==> src/design/scrs_pkg.sv <==
// ----------------------------------------------------------------------------
// scrs_pkg: shared types and constants for the sector row span block
// Field widths, register indexes, and the structs passed between stages.
// ----------------------------------------------------------------------------
`default_nettype none

package scrs_pkg;

	localparam int ROW_W      = 10;
	localparam int SLOPE_W    = 24;
	localparam int APEX_W     = 28;
	localparam int RAD_W      = 40;
	localparam int SCALE_W    = 24;
	localparam int CLIP_W     = 20;
	localparam int CFG_IDX_W  = 4;
	localparam int CFG_DATA_W = 40;

	localparam int Y_W     = 29;  // apex_row - row*2^16
	localparam int LINE_W  = 54;  // slope*y + apex_col*2^16, Q32
	localparam int BOUND_W = 24;  // line crossing column, integer
	localparam int SQ_W    = 56;  // |y|^2
	localparam int PROD_W  = 64;  // floor(y^2/2^16) * row_scale_sq
	localparam int ROOT_W  = 28;  // half chord, Q16
	localparam int REM_W   = 30;  // root remainder
	localparam int DIFF_W  = 2 * ROOT_W;

	typedef enum logic [CFG_IDX_W-1:0] {
		REG_LEFT_SLOPE   = 4'd0,
		REG_RIGHT_SLOPE  = 4'd1,
		REG_APEX_COL     = 4'd2,
		REG_APEX_ROW     = 4'd3,
		REG_RADIUS_SQ    = 4'd4,
		REG_ROW_SCALE_SQ = 4'd5,
		REG_CLIP_COLS    = 4'd6,
		REG_CLIP_ROWS    = 4'd7
	} reg_idx_t;

	typedef struct packed {
		logic [SLOPE_W-1:0] left_slope;
		logic [SLOPE_W-1:0] right_slope;
		logic [APEX_W-1:0]  apex_col;
		logic [APEX_W-1:0]  apex_row;
		logic [RAD_W-1:0]   radius_sq;
		logic [SCALE_W-1:0] row_scale_sq;
		logic [CLIP_W-1:0]  clip_cols;
		logic [CLIP_W-1:0]  clip_rows;
	} cfg_t;

	// per-row data riding along the root chain
	typedef struct packed {
		logic [ROW_W-1:0]   row;
		logic               neg;
		logic [BOUND_W-1:0] lo;
		logic [BOUND_W-1:0] hi;
	} pay_t;

	// square root working state
	typedef struct packed {
		logic [DIFF_W-1:0] xr;
		logic [REM_W-1:0]  rem;
		logic [ROOT_W-1:0] root;
	} sqrt_t;

endpackage

`default_nettype wire

==> src/design/scrs_cell.sv <==
// ----------------------------------------------------------------------------
// scrs_cell: one digit of the half-chord square root
// Takes two radicand bits, yields one root bit, passes the row on.
// ----------------------------------------------------------------------------
`default_nettype none

module scrs_cell (
	input  wire logic            clk,
	input  wire logic            arst_n,
	input  wire logic            up_valid,
	output logic                 up_ready,
	input  wire scrs_pkg::pay_t  up_pay,
	input  wire scrs_pkg::sqrt_t up_sq,
	output logic                 dn_valid,
	input  wire logic            dn_ready,
	output scrs_pkg::pay_t       dn_pay,
	output scrs_pkg::sqrt_t      dn_sq
);

	logic            v_q;
	scrs_pkg::pay_t  pay_q;
	scrs_pkg::sqrt_t sq_q;
	scrs_pkg::sqrt_t nxt;
	logic [scrs_pkg::REM_W+1:0] trial, test;

	assign up_ready = !v_q || dn_ready;

	always_comb begin
		trial  = {up_sq.rem, up_sq.xr[scrs_pkg::DIFF_W-1 -: 2]};
		test   = (scrs_pkg::REM_W+2)'({up_sq.root, 2'b01});
		nxt.xr = {up_sq.xr[scrs_pkg::DIFF_W-3:0], 2'b00};
		if (trial >= test) begin
			nxt.rem  = scrs_pkg::REM_W'(trial - test);
			nxt.root = {up_sq.root[scrs_pkg::ROOT_W-2:0], 1'b1};
		end else begin
			nxt.rem  = scrs_pkg::REM_W'(trial);
			nxt.root = {up_sq.root[scrs_pkg::ROOT_W-2:0], 1'b0};
		end
	end

	always_ff @(posedge clk or negedge arst_n) begin
		if (!arst_n) begin
			v_q <= 1'b0;
		end else if (up_ready) begin
			v_q <= up_valid;
		end
	end

	always_ff @(posedge clk) begin
		if (up_ready) begin
			pay_q <= up_pay;
			sq_q  <= nxt;
		end
	end

	assign dn_valid = v_q;
	assign dn_pay   = pay_q;
	assign dn_sq    = sq_q;

endmodule

`default_nettype wire
==> config.mk <==
export PLATFORM = sky130hd
export DESIGN_NAME = scrs_cell
export DESIGN_NICKNAME = d
export VERILOG_FILES = /design/src/design/scrs_pkg.sv /design/src/design/scrs_cell.sv
export SDC_FILE = /design/constraint.sdc
export NUM_CORES = 1
export LEC_CHECK = 0
export BUFFER_PORTS_ARGS = -buffer_cell sky130_fd_sc_hd__buf_2
export CAP_MARGIN = 0
export CORE_MARGIN = 5
export CORE_UTILIZATION = 39
export DETAILED_ROUTE_END_ITERATION = 12
export PLACE_DENSITY_LB_ADDON = 0.25
export SYNTH_ARGS = -nofsm -noshare
export SYNTH_HDL_FRONTEND = slang
export SYNTH_SLANG_ARGS = --single-unit
==> constraint.sdc <==
create_clock -name clk -period 5.1 [get_ports clk]
set_input_delay 0.51 -clock clk [delete_from_list [all_inputs] [get_ports clk]]
set_output_delay 0.51 -clock clk [all_outputs]
set_load 0.005 [all_outputs]
==> results of run 1 <==
-- routing by layer --
layer / share of wire, % / wire [um] / GRT usage [%] / vias up
li1: - / - / - / 2617
met1: 37 / 7627 / 20.48 / 2529
met2: 54 / 11280 / 34.75 / 216
met3: 7.9 / 1644 / 6.009 / 19
met4: 1.0 / 214 / 4.660 / 2
met5: 0.063 / 13 / 0 / -
-- area by class of cell --
cell class                 instances  area [um2]
fill                            1663        8671
timing repair buffer             354        1799
sequential                       172        5160
multi-input combinational        285        1973
tap                              234       292.8
antenna                            3       7.507
clock buffer                      18       429.2
inverter                          38       142.6
clock inverter                    14       167.7
-- power groups by stage --
stage / logic, mW / clock network, mW / registers [mW]
2_1_floorplan: 0.264 / 0 / 1.80
3_3_place_gp: 0.551 / 0 / 1.77
3_5_place_dp: 0.555 / 0 / 1.77
4_1_cts: 0.559 / 1.32 / 1.74
5_1_grt: 0.610 / 1.40 / 1.75
6_report: 0.551 / 1.28 / 1.74
-- through the flow --
step | setup slack [ps] | instance area (um2) | total power, mW
2_1_floorplan | 1874 | 7372 | 2.066
3_3_place_gp | 1925 | 9358 | 2.321
3_5_place_dp | 1894 | 9358 | 2.327
4_1_cts | 2373 | 9965 | 3.616
5_1_grt | 2222 | 9970 | 3.760
6_report | 2399 | 9972 | 3.568
-- cell usage after synthesis (3+ instances only) --
cell / instances
sky130_fd_sc_hd__a31oi_1: 3
sky130_fd_sc_hd__a21oi_2: 6
sky130_fd_sc_hd__buf_4: 5
sky130_fd_sc_hd__inv_1: 37
sky130_fd_sc_hd__nand2_1: 39
sky130_fd_sc_hd__edfxtp_1: 171
sky130_fd_sc_hd__o21ai_0: 12
sky130_fd_sc_hd__buf_6: 3
sky130_fd_sc_hd__xnor2_1: 14
sky130_fd_sc_hd__nand4_1: 8
sky130_fd_sc_hd__a21oi_1: 41
sky130_fd_sc_hd__nor2_1: 36
sky130_fd_sc_hd__nand3_1: 7
sky130_fd_sc_hd__o21ai_1: 7
sky130_fd_sc_hd__o21a_1: 8
sky130_fd_sc_hd__a21o_1: 8
sky130_fd_sc_hd__o21bai_1: 4
sky130_fd_sc_hd__xor2_1: 12
sky130_fd_sc_hd__ha_1: 30
sky130_fd_sc_hd__nand2b_1: 5
sky130_fd_sc_hd__buf_2: 6
-- kinds of logic after synthesis --
family | share of synthesized area, %
fa+ha+maj | 5.096
buf+inv | 3.312
other cells | 0.05091
flops | 70.05
xor+xnor | 3.092
simple gates | 7.559
compound gates | 10.84
-- worst max-delay path, stage by stage --
cell and delay [ps]:
sky130_fd_sc_hd__buf_2 90, sky130_fd_sc_hd__inv_1 40, sky130_fd_sc_hd__ha_1 340, sky130_fd_sc_hd__nor2b_1 180
sky130_fd_sc_hd__o2111ai_2 190, sky130_fd_sc_hd__nand3_1 210, sky130_fd_sc_hd__a211oi_1 450, sky130_fd_sc_hd__o311ai_4 140
sky130_fd_sc_hd__buf_4 230, sky130_fd_sc_hd__inv_2 280, sky130_fd_sc_hd__a311o_1 170, sky130_fd_sc_hd__nand3_1 70
-- registers in the layout (all words and copies together), names as in the netlist --
name      flops
dn_sq       112
dn_valid      1
dn_pay       59
-- worst max path at each step --
| stage | slack, ps | endpoint |
|---|---|---|
| after floorplan | 1870 | up_ready |
| after global placement | 1920 | dn_sq[57] |
| after detailed placement | 1890 | dn_sq[57] |
| after CTS | 2370 | dn_sq[57] |
| after global routing | 2220 | dn_sq[57] |
| final | 2400 | dn_sq[57] |
==> impl_results.md, run 1 <==
- Via count of the first global-routing pass: 5,460
- Fraction of final layout cells with drive strength greater than 1: 46.31%
- Combined global-route utilization of all metal layers: 18.61%
- Total setup buffers inserted after CTS: 0
- Final worst-path cycle share: 52.97%
- Number of antenna violations at the first check in global routing: 3
- Reg2reg path depth: 2
- Post-detailed-routing wire length: 20,780 um
- Minimum clock period after layout: 2701 ps
- Leading cell types by total area after synthesis: sky130_fd_sc_hd__edfxtp_1 70%, sky130_fd_sc_hd__ha_1 5.1%, sky130_fd_sc_hd__a21oi_1 2.8%
- Count of pins on the block boundary: 352
- Max-slew headroom at the worst pin: 52.59%
- Unrepaired setup endpoints after global routing: false
- Upper clock frequency limit: 370.2 MHz
- CTS Hold Buffers Added: 1
- Fraction of post-synthesis cell area in the top cell type by area: 69.71%
- Overflow after GRT: 0
- Detailed-route wire length per cell: 18.59 um
- Leading cell type in the layout, fill and taps excluded: sky130_fd_sc_hd__buf_2
- Average instance area after synthesis: 14.50 um2
- FF-to-FF setup slack: 3220 ps
- Register clock-pin slew on the reported worst setup and hold paths: 70 ps
- Pin count of the biggest net entering global routing: 97
- Critical path capture point type: register
- Via count of the routed design: 5,383
- CTS resizes: 0
- Die height: 147.4 um
- Placed Cells: 1,082
- Start point of the critical path: up_sq[0]
- Highest-count cells in the layout ignoring fill and taps: 349 x sky130_fd_sc_hd__buf_2, 171 x sky130_fd_sc_hd__edfxtp_1, 41 x sky130_fd_sc_hd__a21oi_1
- Final Skew: 15.41 ps
- Status: complete, no violations
- Crit start category: input pin
- Count of final max-slew check failures: 0
- Switching Fraction: 26.61%
- First-iteration detailed-routing DRC count: 293
- Fraction of power consumed by sequential logic: 48.8%
- Synthesis warning total: 0
- Final hold vios: 0
- Post-route core utilization: 53.49%
- Power share of the clock group: 35.8%
- Final #Nets: 1,075
- Total core area: 18,640 um2
- Number of vias per cell: 4.815
- Portion of total power attributed to combinational logic: 15.4%
- Worst skew pair latency: 430 ps
- Post-synthesis cell type with the largest combined area: sky130_fd_sc_hd__edfxtp_1
- H-tree depth reported by CTS: 4
- Length of the first detailed-routing pass in iterations: 5
- Number of synthesized register bits: 172
- Number of DRC violations after detailed routing: 0
- Min-delay src: up_pay[32]
- Power per Cell Area: 357.8 nW/um2
- Endpoint of the most critical register-to-register path: dn_pay[6]
- Setup-failing EPs final: 0
- Worst r2r src: dn_valid
- CTS sink count: 172
- Slew at the pin closest to its max-slew limit: 711.1 ps
- Number of buffer cells added on primary ports: 349
- Worst hold slack after final layout: 239.6 ps
- Internal power: 2.619 mW
- Total negative slack: 0 ps
- Number of unique standard cell types used by synthesis: 56
- Buffer cell driving the clock tree root: sky130_fd_sc_hd__clkbuf_16
- Placed wire-length estimate after detailed placement: 16,630 um
- Full die area: 21,740 um2
- End point of the worst hold path: dn_pay[32]
- # rows: 50
- Critical path class: input pin to register
- Seq/Total Area, Yosys: 70.05%
- Maximum resistive drop on vdd: 240.9 uV
- First-pass GRT wire length: 30,600 um
- Number of CTS-inserted buffers: 17
- Standby leakage power: 4.434 nW
- Fraction of registers with async set/reset: 0.5814%
- Initial standard-cell utilization of the core: 39.51%
- Mapped Area: 7366 um2
- Type of the tightest min-delay check: input pin to register
- Synthesized instance count: 508
- Peak fanout along the critical path: 20
- Number of routed nets with antenna violations: 0
- CP Data Required Time: 5280 ps
- Area added between synthesis and finish: 35.38%
- Switching power total: 949.6 uW
- Hold Crit Depth: 1
- Die width: 147.4 um
- Count of flip-flops with a built-in enable after synthesis: 171
- Data arrival time of the worst path: 2880 ps
- Final GP Congestion: 0.8285
- Leading register cell type out of synthesis: sky130_fd_sc_hd__edfxtp_1
- Number of buffers between clock root and the deepest sink: 2
- Max-cap check violation count: 0
- Clock tree from TritonCTS: yes
- Filler-free cell count of the finished design: 1,118
(Power assumes the default switching activity.)
==> inputs of run 2 (changes only) <==
- clock period: 5.1 -> 2.6 ns (I/O delays scaled with it)
==> run 2 against run 1 <==
Compared with the run above: core utilization up 7.8 points; sequential share of layout area down 6.6 points; via count up 13%; clock skew up 1.9 ps; clock power up 93%; sequential power up 97%; die area unchanged; setup slack worse by 2100 ps; first-iteration DRC count up 6.5%; register-to-register slack worse by 2100 ps; critical path depth down 2; largest cell class unchanged; highest routed layer unchanged.
==> impl_results.md, run 2 (synthesized netlist as in run 1, its figures left out) <==
- First-iteration detailed-routing DRC count: 312
- Area added between synthesis and finish: 55.24%
- Total setup buffers inserted after CTS: 0
- Full die area: 21,740 um2
- Minimum clock period after layout: 2262 ps
- Min-delay src: up_sq[4]
- End point of the worst hold path: dn_sq[5]
- Number of buffers between clock root and the deepest sink: 2
- Min setup slack post-route: 338.3 ps
- Number of fillers in the final layout: 1,485
- Status: complete, no violations
- Crit start category: input pin
- Count of pins on the block boundary: 352
- Die width: 147.4 um
- Worst slack at placement: -108.5 ps
- Area occupied by multi-input gates: 1973 um2
- Area after DPL: 9721 um2
- Max-cap check violation count: 0
- Buffer cell driving the clock tree root: sky130_fd_sc_hd__clkbuf_16
- Length of the first detailed-routing pass in iterations: 6
- Post-detailed-routing wire length: 23,550 um
- Max incr delay on CP: 410 ps
- Standby leakage power: 5.106 nW
- Cell area after layout: 11,430 um2
- Final #Nets: 1,230
- Post-route core utilization: 61.34%
- Total core area: 18,640 um2
- Maximum resistive drop on vdd: 441.4 uV
- Data arrival time of the worst path: 2440 ps
- Count of final max-slew check failures: 0
- Worst skew pair latency: 430 ps
- Unrepaired setup endpoints after global routing: false
- Overflow after GRT: 0
- Pin count of the biggest net entering global routing: 72
- Worst r2r src: dn_valid
- # rows: 50
- Clock tree from TritonCTS: yes
- FF-to-FF setup slack: 1100 ps
- Via count of the routed design: 6,100
- Peak fanout along the critical path: 14
- Initial standard-cell utilization of the core: 39.51%
- Power per Cell Area: 632.0 nW/um2
- Final hold vios: 0
- Placed Cells: 1,127
- Number of buffer cells added on primary ports: 349
- Die height: 147.4 um
- Detailed-route wire length per cell: 18.38 um
- Filler-free cell count of the finished design: 1,281
- Final GP Congestion: 0.8145
- Endpoint of the most critical register-to-register path: dn_sq[41]
- CP Data Required Time: 2770 ps
- Register clock-pin slew on the reported worst setup and hold paths: 70 ps
- H-tree depth reported by CTS: 4
- Reg2reg path depth: 2
- Area used by sequential logic in the layout: 5160 um2
- Number of routed nets with antenna violations: 0
- Critical path capture point type: register
- Via count of the first global-routing pass: 6,440
- Final worst-path cycle share: 86.99%
- Number of antenna violations at the first check in global routing: 12
- Type of the tightest min-delay check: input pin to register
- Leading cell type in the layout, fill and taps excluded: sky130_fd_sc_hd__buf_2
- CTS sink count: 172
- Worst hold slack after final layout: 19.54 ps
- Combined global-route utilization of all metal layers: 21.06%
- Upper clock frequency limit: 442.1 MHz
- Critical path class: input pin to register
- Final Skew: 17.29 ps
- Slowest stage cell on the critical path: sky130_fd_sc_hd__a2111oi_4
- Number of vias per cell: 4.762
- Hold Crit Depth: 1
- Setup-failing EPs final: 0
- First-pass GRT wire length: 34,900 um
- Number of CTS-inserted buffers: 17
- Fraction of final layout cells with drive strength greater than 1: 43.73%
- Number of DRC violations after detailed routing: 0
- CTS resizes: 0
- Flip-flop count of the largest register after layout: 112
- Placed wire-length estimate after detailed placement: 17,090 um
- Highest-count cells in the layout ignoring fill and taps: 349 x sky130_fd_sc_hd__buf_2, 171 x sky130_fd_sc_hd__edfxtp_1, 111 x sky130_fd_sc_hd__dlygate4sd3_1
- Chain of cells forming the critical path: buf_2 -> inv_1 -> ha_1 -> a21oi_1 -> o21a_1 -> o221ai_2 -> a2111oi_4 -> o311ai_4 -> buf_4 -> o221a_1
[run 2: where the power goes]
part           total, mW  switching [mW]  internal [mW]
Combinational       1.34           0.665          0.671
Sequential          3.42          0.0650           3.36
Clock               2.47            1.19           1.28
Total               7.23            1.92           5.31
[run 2: cell type report]
type	count	area share, %
diodes	11	0.2407
clock buffers	18	3.753
clock inverters	14	1.280
inverters	38	1.247
multi-input cells	285	17.26
flip-flops and latches	172	45.13
well taps	234	2.560
repair buffers	509	28.54
[run 2: worst max-delay path by stage]
stage	to	depth (start not counted)	from	slack (ps)
CTS	dn_sq[50]	10	up_sq[21]	340
detailed placement	dn_sq[50]	10	up_sq[21]	-110
global route	dn_sq[50]	10	up_sq[21]	220
global placement	dn_sq[53]	10	up_sq[21]	-50
finish	dn_sq[50]	10	up_sq[21]	340
floorplan	dn_sq[57]	12	up_sq[17]	210
[run 2: metrics by stage]
stage / TNS [ps] / total power, mW
2_1_floorplan: 0 / 4.044
3_3_place_gp: -88.24 / 4.655
3_5_place_dp: -305.8 / 4.671
4_1_cts: 0 / 7.284
5_1_grt: 0 / 7.558
6_report: 0 / 7.226
[run 2: layer usage]
metal / GRT usage [%] / vias up / part of all wire [%]
met2: 39.15 / 252 / 54
met4: 10.86 / 2 / 3.4
met5: 0 / - / 0.055
met1: 21.08 / 2858 / 35
met3: 6.499 / 56 / 7.3
li1: - / 2932 / -
[run 2: worst max-delay path: cells and delay by family]
| family | cells | cell delay, ps |
|---|---|---|
| compound gates | 6 | 1430 |
| fa+ha+maj | 1 | 380 |
| buf+inv | 3 | 350 |
[run 2: what timing repair did]
action / 4_1_cts / 5_1_grt
endpoints found under the hold margin: 108 / 3
endpoints found under the setup margin: 0 / 0
hold buffers: 108 / 3
